$ cat src/c8ie_pkg.sv
// Shared types, constants and codes for the CHIP-8 instruction execute core.
package c8ie_pkg;

  localparam int STACK_DEPTH   = 16;
  localparam int NUM_VREGS     = 16;
  localparam int ADDRESS_SPACE = 4096;

  localparam int PC_W   = $clog2(ADDRESS_SPACE);
  localparam int VIDX_W = $clog2(NUM_VREGS);
  localparam int SP_W   = $clog2(STACK_DEPTH + 1);
  localparam int SA_W   = (STACK_DEPTH > 1) ? $clog2(STACK_DEPTH) : 1;

  localparam logic [VIDX_W-1:0] VIDX_V0 = VIDX_W'(0);
  localparam logic [VIDX_W-1:0] VIDX_VF = VIDX_W'(NUM_VREGS - 1);

  localparam logic [15:0] INS_CLS = 16'h00E0;
  localparam logic [15:0] INS_RET = 16'h00EE;

  typedef enum logic [3:0] {
    OP_SYS  = 4'h0,
    OP_JP   = 4'h1,
    OP_CALL = 4'h2,
    OP_SE   = 4'h3,
    OP_SNE  = 4'h4,
    OP_SER  = 4'h5,
    OP_LD   = 4'h6,
    OP_ADD  = 4'h7,
    OP_ALU  = 4'h8,
    OP_SNER = 4'h9,
    OP_LDI  = 4'hA,
    OP_JPV0 = 4'hB,
    OP_RND  = 4'hC
  } opcode_t;

  typedef enum logic [3:0] {
    ALU_MOV  = 4'h0,
    ALU_OR   = 4'h1,
    ALU_AND  = 4'h2,
    ALU_XOR  = 4'h3,
    ALU_ADD  = 4'h4,
    ALU_SUB  = 4'h5,
    ALU_SHR  = 4'h6,
    ALU_SUBN = 4'h7,
    ALU_SHL  = 4'hE
  } alu_fn_t;

  typedef enum logic [1:0] {
    ST_OK        = 2'd0,
    ST_UNIMPL    = 2'd1,
    ST_OVERFLOW  = 2'd2,
    ST_UNDERFLOW = 2'd3
  } status_t;

  typedef struct packed {
    logic              en;
    logic [VIDX_W-1:0] x;
    logic [7:0]        dv;
    logic              fw;
    logic              fv;
  } vreg_wr_t;

  typedef struct packed {
    logic            en;
    logic [SA_W-1:0] addr;
    logic [PC_W-1:0] data;
  } stk_wr_t;

  typedef struct packed {
    logic [PC_W-1:0]   next_pc;
    logic              dest_written;
    logic [VIDX_W-1:0] dest_index;
    logic [7:0]        dest_value;
    logic              flag_written;
    logic              flag_value;
    logic [PC_W-1:0]   index_value;
    logic              clear_screen;
    status_t           exec_status;
  } result_t;

endpackage

$ cat src/chip8_instruction_execute_top.sv
// CHIP-8 instruction execute core: top level with pipeline, PC, I and stack pointer.
//
// Input channel (in_valid / in_stall): one request carries an instruction
// word, fetched externally at the PC last reported, and a random byte.
// Output channel (out_valid / out_stall): one result per request with the
// next PC, Vx and VF writes, the I register, a clear-screen pulse and a
// status code.
// Pipeline: a request accepted is registered into the execute stage, and its
// result is registered into the output register when the execute stage
// advances. Throughput: one request per cycle while the output is not stalled; the
// register file and stack memories are read as the request is accepted and
// written back when it leaves the execute stage, with bypass of the last
// write covering back-to-back dependencies.
// Reset (rst, synchronous): V registers, I, PC and stack pointer clear to
// zero, both stages empty. Stack contents stay undefined until pushed.
// Output stall: the output register holds its result and the execute stage
// keeps one more request; in_stall rises once both are occupied.
module chip8_instruction_execute_top (
  input  logic        clk,
  input  logic        rst,
  input  logic        in_valid,
  output logic        in_stall,
  input  logic [15:0] instruction,
  input  logic [7:0]  random_byte,
  output logic        out_valid,
  input  logic        out_stall,
  output logic [11:0] next_pc,
  output logic        dest_written,
  output logic [3:0]  dest_index,
  output logic [7:0]  dest_value,
  output logic        flag_written,
  output logic        flag_value,
  output logic [11:0] index_value,
  output logic        clear_screen,
  output logic [1:0]  exec_status
);

  logic                             accept;
  logic                             e_valid;
  logic                             e_adv;
  logic                             commit;
  logic [15:0]                      e_ins;
  logic [7:0]                       e_rnd;
  logic [c8ie_pkg::PC_W-1:0]        pc;
  logic [c8ie_pkg::SP_W-1:0]        sp;
  logic [c8ie_pkg::PC_W-1:0]        ireg;
  logic [c8ie_pkg::SP_W-1:0]        sp_next;
  logic [c8ie_pkg::PC_W-1:0]        ireg_next;
  logic [c8ie_pkg::SP_W-1:0]        rd_sp;
  logic [7:0]                       vx;
  logic [7:0]                       vy;
  logic [7:0]                       v0;
  logic [c8ie_pkg::PC_W-1:0]        stack_top;
  c8ie_pkg::result_t                res;
  c8ie_pkg::result_t                out_res;
  c8ie_pkg::vreg_wr_t               ex_vwr;
  c8ie_pkg::vreg_wr_t               vwr;
  c8ie_pkg::stk_wr_t                ex_swr;
  c8ie_pkg::stk_wr_t                swr;

  assign e_adv    = !out_valid || !out_stall;
  assign commit   = e_valid && e_adv;
  assign in_stall = e_valid && !e_adv;
  assign accept   = in_valid && !in_stall;
  assign rd_sp    = commit ? sp_next : sp;

  always_comb begin
    vwr    = ex_vwr;
    vwr.en = ex_vwr.en && commit;
    swr    = ex_swr;
    swr.en = ex_swr.en && commit;
  end

  c8ie_vregs u_vregs (
    .clk   (clk),
    .rst   (rst),
    .rd_en (accept),
    .rd_x  (instruction[11:8]),
    .rd_y  (instruction[7:4]),
    .wr    (vwr),
    .vx    (vx),
    .vy    (vy),
    .v0    (v0)
  );

  c8ie_stack u_stack (
    .clk   (clk),
    .rst   (rst),
    .rd_en (accept),
    .rd_sp (rd_sp),
    .wr    (swr),
    .top   (stack_top)
  );

  c8ie_exec u_exec (
    .ins       (e_ins),
    .rnd       (e_rnd),
    .vx        (vx),
    .vy        (vy),
    .v0        (v0),
    .pc        (pc),
    .sp        (sp),
    .ireg      (ireg),
    .stack_top (stack_top),
    .res       (res),
    .vwr       (ex_vwr),
    .swr       (ex_swr),
    .sp_next   (sp_next),
    .ireg_next (ireg_next)
  );

  always_ff @(posedge clk) begin
    if (rst) begin
      e_valid   <= 1'b0;
      out_valid <= 1'b0;
      pc        <= '0;
      sp        <= '0;
      ireg      <= '0;
    end else begin
      if (accept) begin
        e_valid <= 1'b1;
      end else if (e_adv) begin
        e_valid <= 1'b0;
      end
      if (commit) begin
        out_valid <= 1'b1;
        pc        <= res.next_pc;
        sp        <= sp_next;
        ireg      <= ireg_next;
      end else if (!out_stall) begin
        out_valid <= 1'b0;
      end
    end
  end

  always_ff @(posedge clk) begin
    if (accept) begin
      e_ins <= instruction;
      e_rnd <= random_byte;
    end
    if (commit) begin
      out_res <= res;
    end
  end

  assign next_pc      = out_res.next_pc;
  assign dest_written = out_res.dest_written;
  assign dest_index   = out_res.dest_index;
  assign dest_value   = out_res.dest_value;
  assign flag_written = out_res.flag_written;
  assign flag_value   = out_res.flag_value;
  assign index_value  = out_res.index_value;
  assign clear_screen = out_res.clear_screen;
  assign exec_status  = out_res.exec_status;

  a_sp_bound: assert property (@(posedge clk) disable iff (rst)
    sp <= c8ie_pkg::SP_W'(c8ie_pkg::STACK_DEPTH))
    else $error("stack pointer beyond stack depth");

  a_pc_tracks_out: assert property (@(posedge clk) disable iff (rst)
    commit |=> pc == next_pc && out_valid)
    else $error("PC differs from reported next PC");

  a_cls_quiet: assert property (@(posedge clk) disable iff (rst)
    out_valid && clear_screen |-> !dest_written && !flag_written &&
      exec_status == c8ie_pkg::ST_OK)
    else $error("clear-screen result carries register writes");

  a_quiet_dest: assert property (@(posedge clk) disable iff (rst)
    out_valid && !dest_written |-> dest_index == '0 && dest_value == '0 && !flag_written)
    else $error("destination fields set without a register write");

endmodule

$ cat src/c8ie_vregs.sv
// V register file: synchronous memory with valid bits, write bypass, V0 and VF registers.
module c8ie_vregs (
  input  logic                          clk,
  input  logic                          rst,
  input  logic                          rd_en,
  input  logic [c8ie_pkg::VIDX_W-1:0]   rd_x,
  input  logic [c8ie_pkg::VIDX_W-1:0]   rd_y,
  input  c8ie_pkg::vreg_wr_t            wr,
  output logic [7:0]                    vx,
  output logic [7:0]                    vy,
  output logic [7:0]                    v0
);

  logic [7:0]                        mem [c8ie_pkg::NUM_VREGS];
  logic [c8ie_pkg::NUM_VREGS-1:0]    valid;
  logic [7:0]                        rdx;
  logic [7:0]                        rdy;
  logic [c8ie_pkg::VIDX_W-1:0]       rx;
  logic [c8ie_pkg::VIDX_W-1:0]       ry;
  logic                              lw_valid;
  logic [c8ie_pkg::VIDX_W-1:0]       lw_addr;
  logic [7:0]                        lw_data;
  logic [7:0]                        vf;
  logic [7:0]                        vreg0;

  always_ff @(posedge clk) begin
    if (wr.en) begin
      mem[wr.x] <= wr.dv;
    end
    if (rd_en) begin
      rdx <= mem[rd_x];
      rdy <= mem[rd_y];
      rx  <= rd_x;
      ry  <= rd_y;
    end
    if (wr.en) begin
      lw_addr <= wr.x;
      lw_data <= wr.dv;
    end
  end

  always_ff @(posedge clk) begin
    if (rst) begin
      valid    <= '0;
      lw_valid <= 1'b0;
      vf       <= '0;
      vreg0    <= '0;
    end else begin
      if (wr.en) begin
        valid[wr.x] <= 1'b1;
        lw_valid    <= 1'b1;
        if (wr.x == c8ie_pkg::VIDX_V0) begin
          vreg0 <= wr.dv;
        end
      end
      if (wr.en && wr.fw) begin
        vf <= {7'd0, wr.fv};
      end else if (wr.en && wr.x == c8ie_pkg::VIDX_VF) begin
        vf <= wr.dv;
      end
    end
  end

  function automatic logic [7:0] pick(input logic [c8ie_pkg::VIDX_W-1:0] a,
                                      input logic [7:0] rd,
                                      input logic [7:0] r0,
                                      input logic [7:0] rf,
                                      input logic lv,
                                      input logic [c8ie_pkg::VIDX_W-1:0] la,
                                      input logic [7:0] ld,
                                      input logic [c8ie_pkg::NUM_VREGS-1:0] vb);
    logic [7:0] r;
    if (a == c8ie_pkg::VIDX_V0) begin
      r = r0;
    end else if (a == c8ie_pkg::VIDX_VF) begin
      r = rf;
    end else if (lv && la == a) begin
      r = ld;
    end else if (vb[a]) begin
      r = rd;
    end else begin
      r = '0;
    end
    return r;
  endfunction

  assign vx = pick(rx, rdx, vreg0, vf, lw_valid, lw_addr, lw_data, valid);
  assign vy = pick(ry, rdy, vreg0, vf, lw_valid, lw_addr, lw_data, valid);
  assign v0 = vreg0;

endmodule

$ cat src/c8ie_stack.sv
// Call stack: synchronous memory with top-of-stack read and write bypass.
module c8ie_stack (
  input  logic                         clk,
  input  logic                         rst,
  input  logic                         rd_en,
  input  logic [c8ie_pkg::SP_W-1:0]    rd_sp,
  input  c8ie_pkg::stk_wr_t            wr,
  output logic [c8ie_pkg::PC_W-1:0]    top
);

  logic [c8ie_pkg::PC_W-1:0] mem [c8ie_pkg::STACK_DEPTH];
  logic [c8ie_pkg::SP_W-1:0] sp_dec;
  logic [c8ie_pkg::SA_W-1:0] ra_next;
  logic [c8ie_pkg::SA_W-1:0] ra;
  logic [c8ie_pkg::PC_W-1:0] rdata;
  logic                      lw_valid;
  logic [c8ie_pkg::SA_W-1:0] lw_addr;
  logic [c8ie_pkg::PC_W-1:0] lw_data;

  assign sp_dec  = rd_sp - c8ie_pkg::SP_W'(1);
  assign ra_next = sp_dec[c8ie_pkg::SA_W-1:0];

  always_ff @(posedge clk) begin
    if (wr.en) begin
      mem[wr.addr] <= wr.data;
      lw_addr      <= wr.addr;
      lw_data      <= wr.data;
    end
    if (rd_en) begin
      rdata <= mem[ra_next];
      ra    <= ra_next;
    end
  end

  always_ff @(posedge clk) begin
    if (rst) begin
      lw_valid <= 1'b0;
    end else if (wr.en) begin
      lw_valid <= 1'b1;
    end
  end

  assign top = (lw_valid && lw_addr == ra) ? lw_data : rdata;

endmodule

$ cat src/c8ie_exec.sv
// Instruction decode and execute: next PC, register writes, stack and I updates.
module c8ie_exec (
  input  logic [15:0]                   ins,
  input  logic [7:0]                    rnd,
  input  logic [7:0]                    vx,
  input  logic [7:0]                    vy,
  input  logic [7:0]                    v0,
  input  logic [c8ie_pkg::PC_W-1:0]     pc,
  input  logic [c8ie_pkg::SP_W-1:0]     sp,
  input  logic [c8ie_pkg::PC_W-1:0]     ireg,
  input  logic [c8ie_pkg::PC_W-1:0]     stack_top,
  output c8ie_pkg::result_t             res,
  output c8ie_pkg::vreg_wr_t            vwr,
  output c8ie_pkg::stk_wr_t             swr,
  output logic [c8ie_pkg::SP_W-1:0]     sp_next,
  output logic [c8ie_pkg::PC_W-1:0]     ireg_next
);

  logic [3:0]                    op;
  logic [c8ie_pkg::VIDX_W-1:0]   x;
  logic [3:0]                    n;
  logic [7:0]                    kk;
  logic [c8ie_pkg::PC_W-1:0]     nnn;
  logic [c8ie_pkg::PC_W-1:0]     pc_inc;
  logic [c8ie_pkg::PC_W-1:0]     pc_skip;
  logic [8:0]                    sum;
  logic [c8ie_pkg::PC_W-1:0]     npc;
  logic                          dw;
  logic [7:0]                    dv;
  logic                          fw;
  logic                          fv;
  logic                          cls;
  c8ie_pkg::status_t             st;

  assign op      = ins[15:12];
  assign x       = ins[11:8];
  assign n       = ins[3:0];
  assign kk      = ins[7:0];
  assign nnn     = ins[11:0];
  assign pc_inc  = pc + c8ie_pkg::PC_W'(2);
  assign pc_skip = pc + c8ie_pkg::PC_W'(4);
  assign sum     = {1'b0, vx} + {1'b0, vy};

  always_comb begin
    npc       = pc_inc;
    sp_next   = sp;
    ireg_next = ireg;
    dw        = 1'b0;
    dv        = '0;
    fw        = 1'b0;
    fv        = 1'b0;
    cls       = 1'b0;
    st        = c8ie_pkg::ST_OK;
    swr.en    = 1'b0;
    swr.addr  = sp[c8ie_pkg::SA_W-1:0];
    swr.data  = pc_inc;
    unique case (op)
      c8ie_pkg::OP_SYS: begin
        if (ins == c8ie_pkg::INS_CLS) begin
          cls = 1'b1;
        end else if (ins == c8ie_pkg::INS_RET) begin
          if (sp == '0) begin
            st = c8ie_pkg::ST_UNDERFLOW;
          end else begin
            sp_next = sp - c8ie_pkg::SP_W'(1);
            npc     = stack_top;
          end
        end else begin
          st = c8ie_pkg::ST_UNIMPL;
        end
      end
      c8ie_pkg::OP_JP: npc = nnn;
      c8ie_pkg::OP_CALL: begin
        if (sp >= c8ie_pkg::SP_W'(c8ie_pkg::STACK_DEPTH)) begin
          st = c8ie_pkg::ST_OVERFLOW;
        end else begin
          swr.en  = 1'b1;
          sp_next = sp + c8ie_pkg::SP_W'(1);
          npc     = nnn;
        end
      end
      c8ie_pkg::OP_SE: begin
        if (vx == kk) npc = pc_skip;
      end
      c8ie_pkg::OP_SNE: begin
        if (vx != kk) npc = pc_skip;
      end
      c8ie_pkg::OP_SER: begin
        if (n != 4'd0) st = c8ie_pkg::ST_UNIMPL;
        else if (vx == vy) npc = pc_skip;
      end
      c8ie_pkg::OP_LD: begin
        dw = 1'b1;
        dv = kk;
      end
      c8ie_pkg::OP_ADD: begin
        dw = 1'b1;
        dv = vx + kk;
      end
      c8ie_pkg::OP_ALU: begin
        dw = 1'b1;
        unique case (n)
          c8ie_pkg::ALU_MOV: dv = vy;
          c8ie_pkg::ALU_OR:  dv = vx | vy;
          c8ie_pkg::ALU_AND: dv = vx & vy;
          c8ie_pkg::ALU_XOR: dv = vx ^ vy;
          c8ie_pkg::ALU_ADD: begin
            dv = sum[7:0];
            fw = 1'b1;
            fv = sum[8];
          end
          c8ie_pkg::ALU_SUB: begin
            dv = vx - vy;
            fw = 1'b1;
            fv = (vx >= vy);
          end
          c8ie_pkg::ALU_SHR: begin
            dv = {1'b0, vx[7:1]};
            fw = 1'b1;
            fv = vx[0];
          end
          c8ie_pkg::ALU_SUBN: begin
            dv = vy - vx;
            fw = 1'b1;
            fv = (vy >= vx);
          end
          c8ie_pkg::ALU_SHL: begin
            dv = {vx[6:0], 1'b0};
            fw = 1'b1;
            fv = vx[7];
          end
          default: begin
            dw = 1'b0;
            st = c8ie_pkg::ST_UNIMPL;
          end
        endcase
      end
      c8ie_pkg::OP_SNER: begin
        if (n != 4'd0) st = c8ie_pkg::ST_UNIMPL;
        else if (vx != vy) npc = pc_skip;
      end
      c8ie_pkg::OP_LDI:  ireg_next = nnn;
      c8ie_pkg::OP_JPV0: npc = nnn + {{(c8ie_pkg::PC_W-8){1'b0}}, v0};
      c8ie_pkg::OP_RND: begin
        dw = 1'b1;
        dv = rnd & kk;
      end
      default: st = c8ie_pkg::ST_UNIMPL;
    endcase
  end

  always_comb begin
    vwr.en = dw;
    vwr.x  = x;
    vwr.dv = dv;
    vwr.fw = fw;
    vwr.fv = fv;

    res.next_pc      = npc;
    res.dest_written = dw;
    res.dest_index   = dw ? x : '0;
    res.dest_value   = dw ? dv : '0;
    res.flag_written = fw;
    res.flag_value   = fw & fv;
    res.index_value  = ireg_next;
    res.clear_screen = cls;
    res.exec_status  = st;
  end

endmodule
$ cat config.mk
export PLATFORM = sky130hd
export DESIGN_NAME = chip8_instruction_execute_top
export DESIGN_NICKNAME = d
export VERILOG_FILES = /design/src/c8ie_pkg.sv /design/src/chip8_instruction_execute_top.sv /design/src/c8ie_vregs.sv /design/src/c8ie_stack.sv /design/src/c8ie_exec.sv
export SDC_FILE = /design/constraint.sdc
export NUM_CORES = 1
export LEC_CHECK = 0
export BUFFER_PORTS_ARGS = -buffer_cell sky130_fd_sc_hd__buf_2
export CAP_MARGIN = 15
export CELL_PAD_IN_SITES_DETAIL_PLACEMENT = 0
export CELL_PAD_IN_SITES_GLOBAL_PLACEMENT = 1
export CORE_MARGIN = 8
export CORE_UTILIZATION = 55
export CTS_BUF_LIST = sky130_fd_sc_hd__clkbuf_16
export DETAILED_ROUTE_END_ITERATION = 8
export GPL_TIMING_DRIVEN = 0
export MAX_ROUTING_LAYER = met4
export PLACE_DENSITY = 0.89
export SLEW_MARGIN = 20
export SYNTH_ARGS = -nofsm -noshare
export SYNTH_HDL_FRONTEND = slang
export SYNTH_SLANG_ARGS = --single-unit
$ cat constraint.sdc
create_clock -name clk -period 12.2 [get_ports clk]
set_input_delay 1.22 -clock clk [delete_from_list [all_inputs] [get_ports clk]]
set_output_delay 1.22 -clock clk [all_outputs]
set_load 0.02 [all_outputs]
* Word level (Yosys, flattened, before mapping) *
Memories as Yosys holds them, arrays and structs flattened. A register that Yosys moved wholly into a read port is not among the register bits.
Index checks and enable logic that the tools add are counted.

word-level totals
  bits in latches = 0
  memory bits (writable) = 320
  memories kept = 2
  bits in read-only memories = 0
  word-level logic and storage cells = 180
  input bits = 28
  register bits = 171
  output and inout port bits = 44

operators by class
  reduce and logical (&&, ||, !) cells = 32
  bitwise operators = 6
  add/sub/neg operators = 10
  multiplexer cells = 61
  shift-type cells = 0
  $mul = 0
  equal/unequal tests = 33
  div/mod/pow operators = 0
  magnitude comparators = 7

memories
  memory       depth  bits a word  read ports  clocked after memory_dff  wr ports  line              RTL
  u_stack.mem  16     12           1           1                         1         c8ie_stack.sv:11  logic [c8ie_pkg::PC_W-1:0] mem [c8ie_pkg::STACK_DEPTH];
  u_vregs.mem  16     8            2           2                         1         c8ie_vregs.sv:14  logic [7:0] mem [c8ie_pkg::NUM_VREGS];

operators by type and width
  kind                                                count
  two-way mux 12 bit                                  12
  case mux 12 bit (8 select lines)                    1
  case mux 8 bit (9 select lines)                     1
  two-way mux 8 bit                                   8
  == test 4 bit, second input constant                9
  == test 16 x 8 -> 1 bit, second input constant      2
  == test 4 x 3 -> 1 bit, second input constant       8
  case mux 8 bit (4 select lines)                     1
  two-way mux 5 bit                                   5
  two-way mux 1 bit                                   22
  logical NOT 4 bit                                   5
  AND 8 bit                                           2
  == test 4 x 2 -> 1 bit, second input constant       4
  == test 8 bit                                       2
  greater-or-equal comparator 8 bit                   2
  inequality test 8 bit                               2
  OR 16 bit                                           1
  subtractor 8 bit                                    2
  < comparator 4 x 5 -> 1 bit, second input constant  3
  adder 12 x 2 -> 12 bit, second input constant       1
  adder 12 x 3 -> 12 bit, second input constant       1
  adder 12 x 8 -> 12 bit                              1
  == test 4 bit                                       3
  logical AND 1 bit                                   11
  30 further kinds                                    40

* Logic depth before layout (Yosys ltp) *
Gate-level depths: netlist of the first run.

  depth after elaboration = 11
  mapped depth = 20
  depth with buffers taken out = 19

* Modules after synthesis *
A second synthesis of the first run with hierarchy kept.

unflattened totals
  cells, all modules = 1797
  area total of the unflattened synthesis = 26053.7 um^2

by module, submodules not included
  module                         instances  area an instance (um^2)  cells an instance
  c8ie_vregs                     1          9026.2                   510
  c8ie_stack                     1          8877.3                   399
  c8ie_exec                      1          4690.7                   679
  chip8_instruction_execute_top  1          3459.6                   209

* Worst setup path after synthesis of the first run *
Ideal clock, no wire load.

  path type = register to register
  start point = register e_ins[10]
  end point = register out_res, in the netlist next_pc[6] (data pin)
  arrival = 4.978 ns
  slack = 6.959 ns
  stages on the path, launching flop included = 20
  period minus slack after synthesis = 5.241 ns
  setup time = 0.263 ns
  buffers on the path = 2
  path through = edfxtp_1 buf_6 mux4_2 mux4_2 a21boi_1 a221oi_1 nor3_1 a21oi_1 inv_1 ha_1 clkbuf_1 or4b_1 nor2_1 nand2_1 mux2_2 a221oi_1 o221ai_1 a221o_1 a211oi_1 nor2_1

RTL lines
  what                    line                                  RTL
  start, declared         chip8_instruction_execute_top.sv:42   logic [15:0] e_ins;
  start signal, assigned  chip8_instruction_execute_top.sv:138  e_ins <= instruction;
  end signal, assigned    chip8_instruction_execute_top.sv:142  out_res <= res;
  end, declared           chip8_instruction_execute_top.sv:55   c8ie_pkg::result_t out_res;

==> impl_metrics.ini, run 1 <==
[run_status]
outcome = finished, final reports clean

[worst_setup_path]
required_ns = 12.37
cp.arrival_ns = 7.69
path_max_fanout = 17
reg2regPathDepth = 15
path_class = reg2reg
start_kind = flip-flop
end_kind = flip-flop

[global_routing]
met3_usage = 0.0506
track_usage = 0.289
antenna_found_initial = 1
gr-total-overflow = 0
met1_usage = 0.381
grt_pass1_wl_um = 112000
grt.busiest_layer = met2
grt_start_max_net_pins = 52
grt_pass1_vias = 17100
met2_usage = 0.448

[power]
power.static_leakage_uw = 0.00978
power.density_nw_per_um2 = 136
max-vdd-ir-drop_mv = 0.0957
total_power_uw = 3830

[sta]
min_period_ns = 7.51
final-max-slew-violation-count = 0
hold_viol = 0
rsz0062_at_grt = no
skew_ns = 0.0255
fin_tns_setup_ns = 0
tightest_slew_ns = 1.16
setup_viol_count_final = 0
relSlewSlack = 0.224
setup_ws_ns = 4.69
clock.fmax_mhz = 133
finalCritPeriodShare = 0.616

[synthesis]
ys_warn_count = 0
yosysTopAreaCell = edfxtp_1
async_flop_share = 0
avgSynthCellArea_sq_um = 13.8
ys_dominant_reg_cell = edfxtp_1
syn_nets = 1897
synth.top_cell.area_share = 0.535
synth_edf_count = 446
synthesis.area_sq_um = 25000
netlist_instances = 1810
synthTopCellsByArea = edfxtp_1 (53%), mux4_2 (13%), dfxtp_1 (5.2%), ha_1 (2.7%), nor2_1 (2.4%)
yosysUniqueCellTypes = 86
yosysSeqAreaShare = 0.587
ys_seq_elements = 511

[final_layout]
final_util = 0.623
nets = 2035
antenna_cells = 0
layout-drive-gt1-share = 0.196
final_common_cell = edfxtp_1
area_delta_synth_final_pct = 12.5
final_cells = 2589
final_cell_mix = edfxtp_1 (446), mux4_2 (150), nor2_1 (139)
nFillCells = 3287

[floorplanning]
die_w_um = 229
floorplan.initialDensity = 0.554
core_sq_um = 45200
rows = 78
pin_count = 72
fp.dieArea_sq_um = 52600
die_h_um = 229

[placed_design]
dp.cells = 2496
port_buffers = 70
place_worst_setup_slack_ns = 4.99
post-dp-hpwl_um = 51800
place_congestion = 1.00

[cts]
clock_latency_ns = 0.61
clockRootBuffer = clkbuf_16
cts_buffer_depth = 3
cts_resized = 0
cts_num_sinks = 511
ctsHoldBuffers = 0
cts_tree = done
cts_made_buffers = 50
h-tree-depth = 2
clkTransAtPathRegs_ns = 0.07
postCtsSetupBuffers = 0

[detailed_routing]
wl_per_cell_um = 29.2
post-route-drc-count = 0
ant_nets = 0
routed_wl_um = 75500
vias = 17600
dr.first_iter.drc_count = 2495
viasPerCell = 6.78
dr.pass1.iters = 8

[hold_path]
whs_path_depth = 0
holdCritPathClass = reg2reg

[flow_run]
drv_cap = 0
==> area by class of cell <==
class,instances,area (sq um),area share
clock buffer,50,1250,0.0444
tap,600,751,0.0267
sequential,511,14700,0.522
timing repair buffer,86,514,0.0183
buffer,103,427,0.0151
clock inverter,43,422,0.0150
multi-input combinational,1129,9850,0.350
inverter,67,251,0.00893
==> kinds of logic after synthesis <==
group	after synthesis	synth area share
buffers and inverters	170	0.0268
muxes	190	0.152
AOI/OAI and AO/OA	368	0.0985
DFF	511	0.587
and+or+nand+nor	464	0.0880
adders and majority gates	59	0.0310
xor gates and xnor gates	48	0.0171
==> layer usage <==
| layer | up-vias | routed length [um] |
|---|---|---|
| met5 | - | 0 |
| met4 | 0 | 3410 |
| met3 | 214 | 7490 |
| met2 | 1228 | 35600 |
| met1 | 8731 | 29000 |
| li1 | 7382 | - |
==> power breakdown <==
part	switching, uW	internal [uW]	leakage (uW)	total (uW)
registers	17.0	1930	0.00472	1940
logic	204	95.2	0.00419	299
clock network	669	916	0.000871	1590
total	889	2940	0.00978	3830
==> flip-flops by register name, indices dropped and copies added (netlist names), 16 cells and up <==
register       cells
u_vregs.valid     16
e_ins             16
u_vregs.mem      128
u_stack.mem      192
==> critical path, stage by stage, from the launching register on <==
cell      delay (ns)
edfxtp_1        0.60
clkbuf_1        0.76
mux4_2          0.60
mux4_2          0.59
a311o_1         0.40
a22oi_1         0.61
ha_1            0.43
nor2b_1         0.16
o21a_1          0.18
o21ai_0         0.18
a21oi_1         0.13
or4b_2          0.64
a21oi_1         0.16
nor3b_1         0.08
a211oi_1        0.94
inv_1           0.61
==> Yosys cell counts, types with 13 or more instances <==
library cell,n
edfxtp_1,446
a22oi_1,14
nor2b_1,17
clkbuf_1,76
mux2i_1,25
nand2b_1,17
o31ai_1,16
nor2_1,158
mux2_2,14
a31oi_1,19
ha_1,54
dfxtp_1,65
nor4_1,13
o21ai_0,69
a221oi_1,15
nand3_1,32
xor2_1,19
a21oi_1,89
mux4_2,150
o21a_1,16
buf_1,15
nand2_1,114
nor3_1,43
inv_1,65
xnor2_1,28
==> per-stage QoR <==
stage | cell area (sq um) | hold WS, ns
final | 28200 | 0.433
after global routing | 28200 | 0.454
after CTS | 28100 | 0.432
after detailed placement | 26500 | 0.425
after global placement | 26100 | 0.411
after floorplan | 25000 | 0.406
==> worst paths after layout <==
check / from / slack (ns) / end
max reg2reg: e_ins[4] / 4.69 / u_vregs.mem[6][7]
max: e_ins[4] / 4.69 / u_vregs.mem[6][7]
min reg2reg: sp[3] / 0.43 / u_stack.lw_addr[3]
min: sp[3] / 0.43 / u_stack.lw_addr[3]
(Power assumes the default switching activity.)
==> run 2: changes to the inputs <==
Settings changed: CORE_UTILIZATION 55 to 48, PLACE_DENSITY 0.89 to 0.83.
Clock period 12.2 ns to 6.38 ns, I/O delays scaled along.
==> impl_metrics.ini, run 2 (same netlist as run 1, synthesis figures left out) <==
[detailed_routing]
viasPerCell = 6.39
post-route-drc-count = 0
dr.pass1.iters = 7
vias = 17100
routed_wl_um = 72000
wl_per_cell_um = 26.9
dr.first_iter.drc_count = 2052
ant_nets = 0

[run_status]
outcome = finished, final reports clean

[final_layout]
layout-drive-gt1-share = 0.203
multiInputGateArea_sq_um = 9900
nets = 2036
nFillCells = 4084
largest_reg_flops = 192
final_common_cell = edfxtp_1
final_util = 0.551
top_register = u_stack.mem
final_cell_mix = edfxtp_1 (446), mux4_2 (150), nor2_1 (139)
final_cells = 2676
area_delta_synth_final_pct = 13.1
biggestRegsByFlops = u_stack.mem x192, u_vregs.mem x128
regArea_sq_um = 14700

[hold_path]
holdCritPathClass = in2reg

[sta]
fin_tns_setup_ns = 0
final-max-slew-violation-count = 0
clock.fmax_mhz = 160
setup_viol_count_final = 0
rsz0062_at_grt = no
whs_ns = 0.198
finalCritPeriodShare = 0.980
tightest_slew_ns = 1.10
relSlewSlack = 0.262
min_period_ns = 6.25
skew_ns = 0.0434
hold_viol = 0

[floorplanning]
pin_count = 72
core_sq_um = 51400
die_h_um = 244
die_w_um = 244
rows = 83
fp.dieArea_sq_um = 59700
floorplan.initialDensity = 0.487

[cts]
clkTransAtPathRegs_ns = 0.06
cts_tree = done
h-tree-depth = 2
clock_latency_ns = 0.62
ctsHoldBuffers = 0
postCtsSetupBuffers = 0
cts_num_sinks = 511
cts_buffer_depth = 3
cts_made_buffers = 52
cts_resized = 5
clockRootBuffer = clkbuf_16

[flow_run]
drv_cap = 0

[worst_setup_path]
path_max_fanout = 10
start_kind = flip-flop
required_ns = 6.74
path_class = reg2reg
end_kind = flip-flop
cp.arrival_ns = 6.62

[power]
power.density_nw_per_um2 = 255
max-vdd-ir-drop_mv = 0.185
power.static_leakage_uw = 0.00977
total_power_uw = 7220

[global_routing]
gr-total-overflow = 0
antenna_found_initial = 3
grt_pass1_vias = 16800
grt_pass1_wl_um = 108000
grt_start_max_net_pins = 52
track_usage = 0.243

[placed_design]
post-dp-hpwl_um = 51900
place_congestion = 0.969
port_buffers = 70
dp.cells = 2575
run 2: final cells by class:
class / instances / share of cell area
buffer: 103 / 0.0151
antenna: 3 / 0.000265
clock buffer: 52 / 0.0460
clock inverter: 46 / 0.0125
inverter: 67 / 0.00888
tap: 680 / 0.0301
timing repair buffer: 85 / 0.0184
sequential: 511 / 0.519
multi-input combinational: 1129 / 0.350
run 2: worst paths after layout:
path / slack (ns) / from / to / cells after the start
min: 0.20 / random_byte[5] / e_rnd[5] / 1
max: 0.13 / e_ins[4] / next_pc[6] / 16
max reg2reg: 0.13 / e_ins[4] / next_pc[6] / 16
min reg2reg: 0.42 / sp[2] / u_stack.lw_addr[2] / 0
run 2: critical path, cell delays in order (launching register included):
cell and delay (ns):
edfxtp_1 0.63, clkbuf_2 0.46, mux4_2 0.56, mux4_2 0.59
a41oi_1 0.36, o21ai_0 0.27, ha_1 0.40, clkbuf_1 0.19
or4b_1 0.68, nor2_2 0.28, nand2_1 0.09, mux2_2 0.27
a221oi_1 0.25, o221ai_1 0.16, a221o_1 0.33, a211oi_1 0.38
nor2_1 0.10
run 2: layer usage:
layer	GRT usage	routed length (um)	share of wire	vias up
li1	-	-	-	7404
met1	0.321	29700	0.41	8624
met2	0.380	33800	0.47	914
met3	0.0434	5790	0.080	145
met4	0.0848	2650	0.037	0
met5	-	0	0	-
run 2: through the flow:
stage	area, sq um	setup WS (ns)
after floorplan	25000	1.14
after global placement	26200	-0.742
after detailed placement	26600	-0.790
after CTS	28200	0.0408
after global routing	28300	0.00268
final	28300	0.126
run 2: where the power goes:
| part | leakage [uW] | switching, uW | internal [uW] | total (uW) |
|---|---|---|---|---|
| registers | 0.00472 | 32.7 | 3690 | 3720 |
| logic | 0.00420 | 389 | 184 | 573 |
| clock network | 0.000854 | 1310 | 1620 | 2930 |
| total | 0.00977 | 1730 | 5490 | 7220 |
